--- src/palette_nearest_color_table_defines.svh ---
// assertion macros shared by the palette table modules
`ifndef PALETTE_NEAREST_COLOR_TABLE_DEFINES_SVH
`define PALETTE_NEAREST_COLOR_TABLE_DEFINES_SVH

// property checked in the same cycle
`define PNCT_ASSERT_NOW(label, ante, cons, msg) \
  label: assert property (@(posedge clk_i) disable iff (!rst_ni) (ante) |-> (cons)) \
    else $error(msg);

// property checked in the next cycle
`define PNCT_ASSERT_NEXT(label, ante, cons, msg) \
  label: assert property (@(posedge clk_i) disable iff (!rst_ni) (ante) |=> (cons)) \
    else $error(msg);

`endif

--- src/pnct_pkg.sv ---
`timescale 1ns / 1ps

package pnct_pkg;

  localparam int unsigned NumEntriesDef = 256;
  localparam int unsigned ChW           = 10;
  localparam int unsigned IndexW        = 8;
  localparam int unsigned UsedW         = 9;
  localparam int unsigned ColourW       = 3 * ChW;
  localparam int unsigned SqW           = 2 * ChW;
  localparam int unsigned DistW         = SqW + 2;
  localparam int unsigned InDataW       = 40;
  localparam int unsigned OutDataW      = 24;

  localparam logic [ColourW-1:0] White = '1;

  localparam logic [1:0] OpAdd  = 2'd0;
  localparam logic [1:0] OpSet  = 2'd1;
  localparam logic [1:0] OpFind = 2'd2;

  typedef enum logic [1:0] {
    KindAdd,
    KindSet,
    KindSetSkip,
    KindFind
  } kind_e;

  typedef struct packed {
    kind_e             kind;
    logic [IndexW-1:0] index;
    logic [ChW-1:0]    blue;
    logic [ChW-1:0]    green;
    logic [ChW-1:0]    red;
  } cmd_t;

  function automatic logic [ChW-1:0] abs_diff(input logic [ChW-1:0] a, input logic [ChW-1:0] b);
    abs_diff = (a >= b) ? (a - b) : (b - a);
  endfunction

endpackage

--- src/pnct_front.sv ---
`timescale 1ns / 1ps
`include "palette_nearest_color_table_defines.svh"

module pnct_front #(
  parameter int unsigned PaletteEntries = pnct_pkg::NumEntriesDef
) (
  input  logic                         clk_i,
  input  logic                         rst_ni,
  input  logic                         s_axis_tvalid,
  output logic                         s_axis_tready,
  input  logic [pnct_pkg::InDataW-1:0] s_axis_tdata,
  output logic                         cmd_valid_o,
  input  logic                         cmd_ready_i,
  output pnct_pkg::cmd_t               cmd_o
);

  pnct_pkg::cmd_t cmd_in;
  pnct_pkg::cmd_t mem_q [2];
  logic           wr_ptr_q, wr_ptr_d;
  logic           rd_ptr_q, rd_ptr_d;
  logic [1:0]     cnt_q, cnt_d;
  logic           push, pop;
  logic [1:0]     op;

  // classify the incoming word
  always_comb begin
    op            = s_axis_tdata[1:0];
    cmd_in.index  = s_axis_tdata[9:2];
    cmd_in.red    = s_axis_tdata[19:10];
    cmd_in.green  = s_axis_tdata[29:20];
    cmd_in.blue   = s_axis_tdata[39:30];
    unique case (op)
      pnct_pkg::OpAdd:  cmd_in.kind = pnct_pkg::KindAdd;
      pnct_pkg::OpSet: begin
        if ({1'b0, cmd_in.index} < 9'(PaletteEntries)) begin
          cmd_in.kind = pnct_pkg::KindSet;
        end else begin
          cmd_in.kind = pnct_pkg::KindSetSkip;
        end
      end
      pnct_pkg::OpFind: cmd_in.kind = pnct_pkg::KindFind;
      default:          cmd_in.kind = pnct_pkg::KindFind;
    endcase
  end

  assign s_axis_tready = (cnt_q != 2'd2);
  assign cmd_valid_o   = (cnt_q != 2'd0);
  assign cmd_o         = mem_q[rd_ptr_q];
  assign push          = s_axis_tvalid && s_axis_tready;
  assign pop           = cmd_valid_o && cmd_ready_i;

  always_comb begin
    wr_ptr_d = push ? ~wr_ptr_q : wr_ptr_q;
    rd_ptr_d = pop ? ~rd_ptr_q : rd_ptr_q;
    cnt_d    = cnt_q + {1'b0, push} - {1'b0, pop};
  end

  always_ff @(posedge clk_i or negedge rst_ni) begin
    if (!rst_ni) begin
      wr_ptr_q <= 1'b0;
      rd_ptr_q <= 1'b0;
      cnt_q    <= 2'd0;
    end else begin
      wr_ptr_q <= wr_ptr_d;
      rd_ptr_q <= rd_ptr_d;
      cnt_q    <= cnt_d;
    end
  end

  always_ff @(posedge clk_i) begin
    if (push) begin
      mem_q[wr_ptr_q] <= cmd_in;
    end
  end

  `PNCT_ASSERT_NOW(queue_depth_a, 1'b1, cnt_q <= 2'd2, "command queue overfilled")
  `PNCT_ASSERT_NEXT(queue_pop_a, pop && !push, cnt_q == $past(cnt_q) - 2'd1,
                    "queue count did not drop on pop")

endmodule

--- config.mk ---
export PLATFORM = sky130hd
export DESIGN_NAME = pnct_front
export DESIGN_NICKNAME = d
export VERILOG_FILES = /design/src/pnct_pkg.sv /design/src/pnct_front.sv
export VERILOG_INCLUDE_DIRS = /design/src /design/src/src
export SDC_FILE = /design/constraint.sdc
export NUM_CORES = 1
export LEC_CHECK = 0
export BUFFER_PORTS_ARGS = -buffer_cell sky130_fd_sc_hd__buf_2
export CORE_MARGIN = 10
export CORE_UTILIZATION = 40
export DETAILED_ROUTE_END_ITERATION = 10
export GPL_ROUTABILITY_DRIVEN = 0
export HOLD_SLACK_MARGIN = 0.03
export PLACE_DENSITY = 0.62
export SLEW_MARGIN = 20
export SYNTH_ARGS = -nofsm -noshare
export SYNTH_HDL_FRONTEND = slang
export SYNTH_SLANG_ARGS = --single-unit
export TNS_END_PERCENT = 20
--- constraint.sdc ---
create_clock -name clk_i -period 3 [get_ports clk_i]
set_input_delay 0.45 -clock clk_i [delete_from_list [all_inputs] [get_ports clk_i]]
set_output_delay 0.45 -clock clk_i [all_outputs]
set_load 0.01 [all_outputs]
# Word-level counts from Yosys, hierarchy flattened
# Memories as Yosys holds them, arrays and structs flattened.
# Index checks and enable logic that the tools add are counted.
# op_classes
add_sub_neg	2
n_eq_ne	2
n_mux	3
n_bitwise	2
reduce_logical	4
# ops
cell	n
$pmux W2 S2	1
$add A2 B1 Y2	1
$eq A2 B1 Y1 const B	1
$logic_and A1 B1 Y1	2
$logic_not A2 Y1	1
$mux W1	2
$ne A2 B2 Y1 const B	1
$not A1 Y1	2
$reduce_bool A2 Y1	1
$sub A2 B1 Y2	1
# word_totals
reg_bits	4
mem_bits_rw	80
in_bits	44
output_inout_bits	42
elab_cells	17
memories	1
# memory_table
name	words	width	read_ports	rd_ports_with_merged_regs	wr	line	text
mem_q	2	40	1	0	1	pnct_front.sv:18	pnct_pkg::cmd_t mem_q [2];

# Depth between registers and ports, before layout
# Gate-level depths: netlist of the first run.
# logic_depth
word_depth	4
depth_mapped	5
ltp_nobuf	5

# Worst setup path before layout of the first run
# Ideal clock, no wire load.
# synth_path
kind	reg2reg
startpoint	register cnt_q[0]
endpoint	memory mem_q[0][0] in the netlist's numbering, enable pin
setup_time_ns	0.437
arrival_time_ns	2.394
t_required_ns	2.563
setup_slack_ns	0.169
path_stages_with_launch	4
n_path_buf	0
period_less_slack_ns	2.831
path_cell_list	dfrtp_1 nand2b_1 nand2_1 nor2_1
# synth_between
elab_chain_len	4
# synth_rtl
item	line	text
from (decl)	pnct_front.sv:21	logic [1:0] cnt_q, cnt_d;
from (signal assigned)	pnct_front.sv:66	cnt_q <= cnt_d;
$ne A2 B2 Y1	pnct_front.sv:46	assign s_axis_tready = (cnt_q != 2'd2);
net s_axis_tready	pnct_front.sv:10	output logic s_axis_tready,
$logic_and A1 B1 Y1	pnct_front.sv:49	assign push = s_axis_tvalid && s_axis_tready;
$mux W1	pnct_front.sv:71	if (push) begin
$mux W1 (implied by the code)	pnct_front.sv:72	mem_q[wr_ptr_q] <= cmd_in;
to (decl)	pnct_front.sv:18	
# The timed path passes the listed nets, and every way through them passes these cells.

==> results list, run 1 <==
- Layout overhead on the synthesized area: 25.4%
- Required time at the worst-slack endpoint: 2.55 ns
- Setup total negative slack on the finished layout was measured at 0 ns.
- Count of flip-flops with a built-in enable after synthesis: 80
* Prevailing post-synth register cell: sky130_fd_sc_hd__edfxtp_1
- Share of synthesized flip-flops with an asynchronous set or reset: 0.0476
- The number of nets in the synthesized netlist is 194.
- For this run, the register share of the synthesized area comes to 0.803.
* Unrepaired setup endpoints after global routing: false
- Share of synthesized cell area in and, or, nand and nor gates: 0.0177
- In this run the most critical hold path is launched from s_axis_tdata[36].
* Post-synthesis cell area: 0.00312 mm^2
* Register-to-register path setup slack: 1.13 ns
- Filler instances: 646
- Top cells by count, synth: sky130_fd_sc_hd__edfxtp_1, sky130_fd_sc_hd__mux2_2, sky130_fd_sc_hd__buf_4, sky130_fd_sc_hd__dfrtp_1
- The worst path in the final design needs a cycle of 2.19 ns, including I/O delays and setup.
- Max-slew violation total from the final report: 0
- For this design the total switching power over the nets is 1.07 mW.
- Critical R2R Launch: cnt_q[0]
- Clock skew on the completed layout was measured at 0.0119 ns.
- Fraction of final layout cells with drive strength greater than 1: 0.586
* Row cnt: 32
- In the post-synthesis netlist, the biggest area contributors are sky130_fd_sc_hd__edfxtp_1, sky130_fd_sc_hd__mux2_2, sky130_fd_sc_hd__dfrtp_1.
- In this run the remaining antenna-violating nets after routing total 0.
* DR vias: 1,627
* Fraction of synthesized area in multiplexers: 0.145
- Across the run, the number of max-cap violations was 0.
- The share of total power dissipated in combinational logic is 0.299.
* Largest net degree at the start of global routing: 28
* Clock Power Share: 0.230
- Category of the critical setup timing path: reg2out
- Data arrival at the endpoint of the critical path: 1.74 ns
* Share of Yosys cell area claimed by the top area cell type: 0.771
- For this run the aggregate overflow at the end of global routing stands at 0.
- The number of different library cells used by synthesis comes to 20.
* Sink Count: 84
* Most common cell in the netlist: sky130_fd_sc_hd__edfxtp_1
- Initial standard-cell utilization of the core: 0.408
* Multi-input gate area: 584 um^2
* Root buffer cell: sky130_fd_sc_hd__clkbuf_8
- The synthesized design spends more area on one cell type than any other, namely sky130_fd_sc_hd__edfxtp_1.
- The die covers 0.0117 mm^2.
- For this run, the top clock speed supported by timing is 456 MHz.
- H-tree lvl count: 3
- Clock-pin slew was measured on the worst setup and hold paths at 0.09 ns.
- For this design the top-level I/O count stands at 86.
* Switching portion of total power: 0.292
- The worst setup path is captured at an output pin.
- The worst register-to-register path ends at mem_q[0][6].
* Post-Syn Instances: 149
* Worst IR drop on VDD: 0.462 mV
* Port Buffers: 85
- After detailed routing, the average wire length per cell comes to 16.8 um.
* Drt first-iter violations: 27
* Clock Latency Late Sink: 0.35 ns
* Longest Clk Path Bufs: 2
* Post-Synthesis Mean Instance Area: 20.9 um^2
* Via-to-Cell Ratio: 4.64
- Of the total synthesized cell area, the portion taken by full adders, half adders and majority gates is 0.00401.
* Startpoint type of the worst setup path: flip-flop
- From bottom edge to top edge, the die measures 108 um.
- After legalization and detailed placement, the total HPWL measured 4180 um.
- Vias in the first global route: 1,782
- Counting instances, the worst hold path has a depth of 1.
* Global-route wire length before repair: 8800 um
* Post-synthesis register bit count: 84
* Post-synthesis share of cell area spent on xor and xnor gates: 0.00843
* Total chip power: 3.66 mW
* Reg2reg path depth: 4
* Main combinational cell family by area after synthesis: multiplexers
- Along the worst path, the maximum fanout reaches 25.
- Area of the core: 0.00765 mm^2
- The repair_antennas step left the layout with diodes totalling 0.
- Total area of sequential cells: 0.00250 mm^2
- Final Hold Vio Count: 0
- Part of the cycle the worst path needs: 0.731
- In the routed design, unresolved DRC markers number 0.
* Actual slew at the worst max-slew pin: 0.655 ns
* Total Routed Length: 5910 um
- The final layout contains 289 nets.
- Number of warnings reported in the yosys synthesis log: 0
- Synthesized-area fraction occupied by ao, oa, aoi and oai cells: 0.0100
* Pre-Repair DR Iteration Count: 4
* Run status: completed
- Initial antenna violation count: 0
* Max-slew headroom: 0.562
- The path with the worst hold slack has its endpoint at mem_q[0][26].
* CTS tree: done
- For this run, the total global-route usage over all layers was measured as 0.100.
- PD cells: 937 mW/mm^2
* Internal power: 2.59 mW
* Total of endpoints with negative setup slack in the final report: 0
- Sequential share of power: 0.471
- Inserted Clock Buffers: 9
* Gates resized, CTS repair: 0
- The die is 108 um wide.
* Leakage power total: 1.46 nW
- Worst hold path type: in2reg
==> routing by layer <==
layer	GRT usage	routed length, um	vias to the layer above
li1	-	-	767
met1	0.109	2410	791
met2	0.159	2890	60
met3	0.0464	494	9
met4	0.0565	114	0
met5	0	0	-
==> area by class of cell <==
class,instances,share of cell area
sequential,84,0.641
multi-input combinational,59,0.149
timing repair buffer,90,0.122
tap,102,0.0327
clock buffer,9,0.0317
clock inverter,7,0.0234
==> state kept, by name, indices dropped and copies added, names as in the netlist <==
signal    cells
mem_q        80
cnt_q         2
rd_ptr_q      1
wr_ptr_q      1
==> worst max path at each step <==
stage	start	end	slack [ns]	depth (start not counted)
finish	rd_ptr_q	cmd_o[0]	0.81	3
global route	rd_ptr_q	cmd_o[26]	0.71	3
CTS	rd_ptr_q	cmd_o[10]	0.77	3
detailed placement	s_axis_tvalid	mem_q[0][21]	1.07	4
global placement	s_axis_tvalid	mem_q[0][20]	1.11	4
floorplan	cnt_q[0]	mem_q[0][0]	0.17	3
==> power by group through the flow <==
stage | combinational [mW] | clock [mW] | sequential (mW)
after floorplan | 0.739 | 0 | 1.69
after global placement | 1.13 | 0 | 1.75
after detailed placement | 1.13 | 0 | 1.76
after CTS | 1.13 | 0.874 | 1.73
after global routing | 1.20 | 0.926 | 1.75
final | 1.10 | 0.841 | 1.72
==> worst max-delay path, stage by stage (launching register included) <==
cell                      delay [ns]
sky130_fd_sc_hd__dfrtp_2        0.64
sky130_fd_sc_hd__buf_12         0.25
sky130_fd_sc_hd__mux2_2         0.36
sky130_fd_sc_hd__buf_2          0.14
==> layout by cell type, fill, tap and decap left out, drive strengths merged, types with 2 or more instances in the layout <==
master	synthesis	layout
buf	5	89
edfxtp	80	80
mux2	40	40
clkbuf	1	9
dfrtp	4	4
xnor2	3	3
clkinvlp	0	3
nor2	3	3
or2	2	2
nand2	2	2
bufinv	0	2
clkinv	0	2
==> cell families (layout without fill, tap and decap cells) <==
logic type | count (synthesis) | in the layout
DFF | 84 | 84
muxes | 40 | 40
and+or+nand+nor | 11 | 11
buffers and inverters | 6 | 106
AOI/OAI and AO/OA | 4 | 4
xor gates and xnor gates | 3 | 3
adders and majority gates | 1 | 1
==> stage by stage <==
| step | util | instances | cell area, um^2 | setup WS (ns) | hold WS [ns] |
|---|---|---|---|---|---|
| 5_1_grt | 0.511 | 351 | 3910 | 0.709 | 0.270 |
| 3_3_place_gp | 0.482 | 334 | 3680 | 1.11 | 0.269 |
| 4_1_cts | 0.511 | 351 | 3910 | 0.768 | 0.261 |
| 6_report | 0.511 | 351 | 3910 | 0.806 | 0.282 |
| 2_1_floorplan | - | 149 | 3120 | 0.169 | 0.154 |
| 3_5_place_dp | 0.482 | 334 | 3680 | 1.07 | 0.270 |
==> timing repair <==
item,4_1_cts,5_1_grt
hold buffers,1,0
setup endpoints to repair,0,0
endpoints found under the hold margin,4,0
buffers inserted,0,0
Note: power is estimated with default switching activity, not from simulation.
==> run 2, diff against run 1 <==
clock period = 2.2 ns   (was 3 ns; I/O delays follow)
==> run 2 against run 1 <==
Compared with the run above:
- worst hold slack got worse by 0.11 ns
- via count barely moved
- clock power rose by 7.1%
- first-iteration DRC count rose by 37%
- worst setup slack got worse by 0.51 ns
- critical endpoint is now cmd_o[9]
- largest power group unchanged
- highest routed layer unchanged
==> results list, run 2 (synthesized netlist as in run 1, its figures left out) <==
- Run status: completed
- Entering global routing, the biggest net connects 27 pins.
- At the end of the flow the core is filled with cells to 0.504.
- Instance area at placement: 0.00369 mm^2
- Worst Path Max Fanout: 26
- Tracing the worst setup path back leads to its startpoint at rd_ptr_q.
- Worst IR drop on VDD: 0.508 mV
* CTS tree: done
- After detailed routing, the total wire length is 6060 um.
- The largest single stage delay on the critical path is 0.40 ns.
- Setup repair after global routing left no endpoint under its margin.
* Commonest cells after routing, fill and taps aside: sky130_fd_sc_hd__buf_2, sky130_fd_sc_hd__edfxtp_1, sky130_fd_sc_hd__mux2_2, sky130_fd_sc_hd__clkbuf_8, sky130_fd_sc_hd__buf_4
* Port Buffers: 85
* Category of the critical setup timing path: reg2out
- Initial antenna violation count: 0
- STA classifies the critical path startpoint as a flip-flop.
* Initial standard-cell utilization of the core: 0.408
- Fraction of final layout cells with drive strength greater than 1: 0.582
* Final std cell area, no fill: 0.00385 mm^2
* Largest regs: mem_q: 80 flops, cnt_q: 2 flops
- The design draws 4.74 mW.
- Data on the critical path is required at its endpoint by 1.87 ns.
* Routed length per instance: 17.2 um
* Part of the cycle the worst path needs: 0.867
- Row cnt: 32
* Vias in the first global route: 1,787
* Leftover overflow at the end of global routing: 0
- The die covers 0.0117 mm^2.
- For this run, the top clock speed supported by timing is 524 MHz.
- Antenna-violating nets left: 0
* Number of primary I/O pins: 86
- The startpoint identified for the worst register-to-register timing path is cnt_q[0].
- Clock tree synthesis found a total of 84 sinks.
* Y dimension of the die: 108 um
* Total of endpoints with negative setup slack in the final report: 0
- STA puts the critical path data arrival time at 1.58 ns.
- The total area inside the core boundary comes to 0.00765 mm^2.
- The pre-antenna-repair detailed-routing pass consisted of 4 iterations.
* Max-slew violation total from the final report: 0
- The detailed router placed 1,628 vias in this run.
- mem_q holds more flip-flops than any other register.
* Half-perimeter wire length after detailed placement: 4230 um
- Actual slew at the worst max-slew pin: 0.354 ns
* Gates resized, CTS repair: 0
- Post-CTS timing repair inserted 0 buffers for setup.
- Measured along the x axis, the die boundary spans 108 um.
* Final Hold Vio Count: 0
- The analysis attributes to cell leakage a power of 1.45 nW.
- Most frequent standard cell in the layout excluding fill and tap cells: sky130_fd_sc_hd__buf_2
- Across the run, the number of max-cap violations was 0.
* Clock skew after layout: 0.00709 ns
* Layout overhead on the synthesized area: 23.7%
* Global-route wire length before repair: 9360 um
* Worst hold path type: in2reg
- In this run the deepest clock path goes through 2 buffers.
- The number of clock buffers added by TritonCTS is 9.
* Hold slack final: 0.177 ns
- Summed over all failing endpoints, the final setup total negative slack is 0 ns.
- After detailed routing, the number of remaining DRC violations is 0.
- The cell sitting at the root of the clock tree is a sky130_fd_sc_hd__clkbuf_8.
- The repair_antennas step left the layout with diodes totalling 0.
- After clock tree synthesis, the clock-pin slew on the worst setup and hold paths is 0.08 ns.
- Measured against its own limit, the worst slew margin works out to 0.764.
* Overall global routing resource usage: 0.106
- Drt first-iter violations: 37
- Via-to-Cell Ratio: 4.61
* Critical-path cell with the highest stage delay: sky130_fd_sc_hd__mux2_2
- The worst hold path begins at s_axis_tdata[14].
* Final period demand of the worst path: 1.91 ns
- Cell breakdown of the critical path: buf_4 -> mux2_2 -> buf_2
* Critical path capture point type: output pin
- Clock Latency Late Sink: 0.34 ns
* Flip-flop count of the largest register, all copies and words added: 80
* H-tree lvl count: 3
* PD cells: 1230 mW/mm^2
- Final Net Count: 291
## run 2: cell count changes in the layout (fill, tap and decap cells not counted), sizes merged
| cell | before | now |
|---|---|---|
| clkbuf | 9 | 10 |
| buf | 89 | 91 |
| bufinv | 2 | 0 |
| clkinvlp | 3 | 0 |
| clkinv | 2 | 6 |
## run 2: per-stage QoR
step	cells	worst slack, ns
5_1_grt	353	0.208
2_1_floorplan	149	0.0290
3_5_place_dp	336	0.631
3_3_place_gp	336	0.649
4_1_cts	353	0.244
6_report	353	0.293
## run 2: final cells by class
class,instances,area (um^2)
Clock buffer,10,128
Timing Repair Buffer,92,480
Clock inverter,6,31.3
Tap cell,102,128
Multi-Input combinational cell,59,584
Sequential cell,84,2500
Fill cell,663,3790
## run 2: what timing repair did
action | CTS | global route
endpoints found under the setup margin | 0 | 0
hold endpoints to repair | 4 | 0
hold buffers | 1 | 0
## run 2: worst paths after layout
| path | slack (ns) | cells after the start | to |
|---|---|---|---|
| min | 0.18 | 1 | mem_q[1][4] |
| max reg2reg | 0.74 | 4 | mem_q[0][28] |
| min in group asynchronous | 0.32 | 2 | rd_ptr_q |
| min reg2reg | 0.57 | 1 | wr_ptr_q |
| max | 0.29 | 3 | cmd_o[9] |
| max in group asynchronous | 1.75 | 2 | rd_ptr_q |
## run 2: critical path: cells and delay by family, from the launching register on
kind	cells	cell delay, ns
buffers and inverters	2	0.47
DFF	1	0.36
muxes	1	0.40
## run 2: where the power goes
group	total [mW]	internal (mW)	switching, mW
clock	0.901	0.399	0.502
combinational	1.55	0.715	0.836
sequential	2.29	2.19	0.105
total	4.74	3.30	1.44
## run 2: metal layers
| layer | up-vias | GRT usage | part of all wire |
|---|---|---|---|
| li1 | 773 | - | - |
| met1 | 801 | 0.119 | 0.41 |
| met5 | - | 0 | 0 |
| met3 | 7 | 0.0309 | 0.061 |
| met2 | 47 | 0.178 | 0.52 |
| met4 | 0 | 0.0565 | 0.013 |
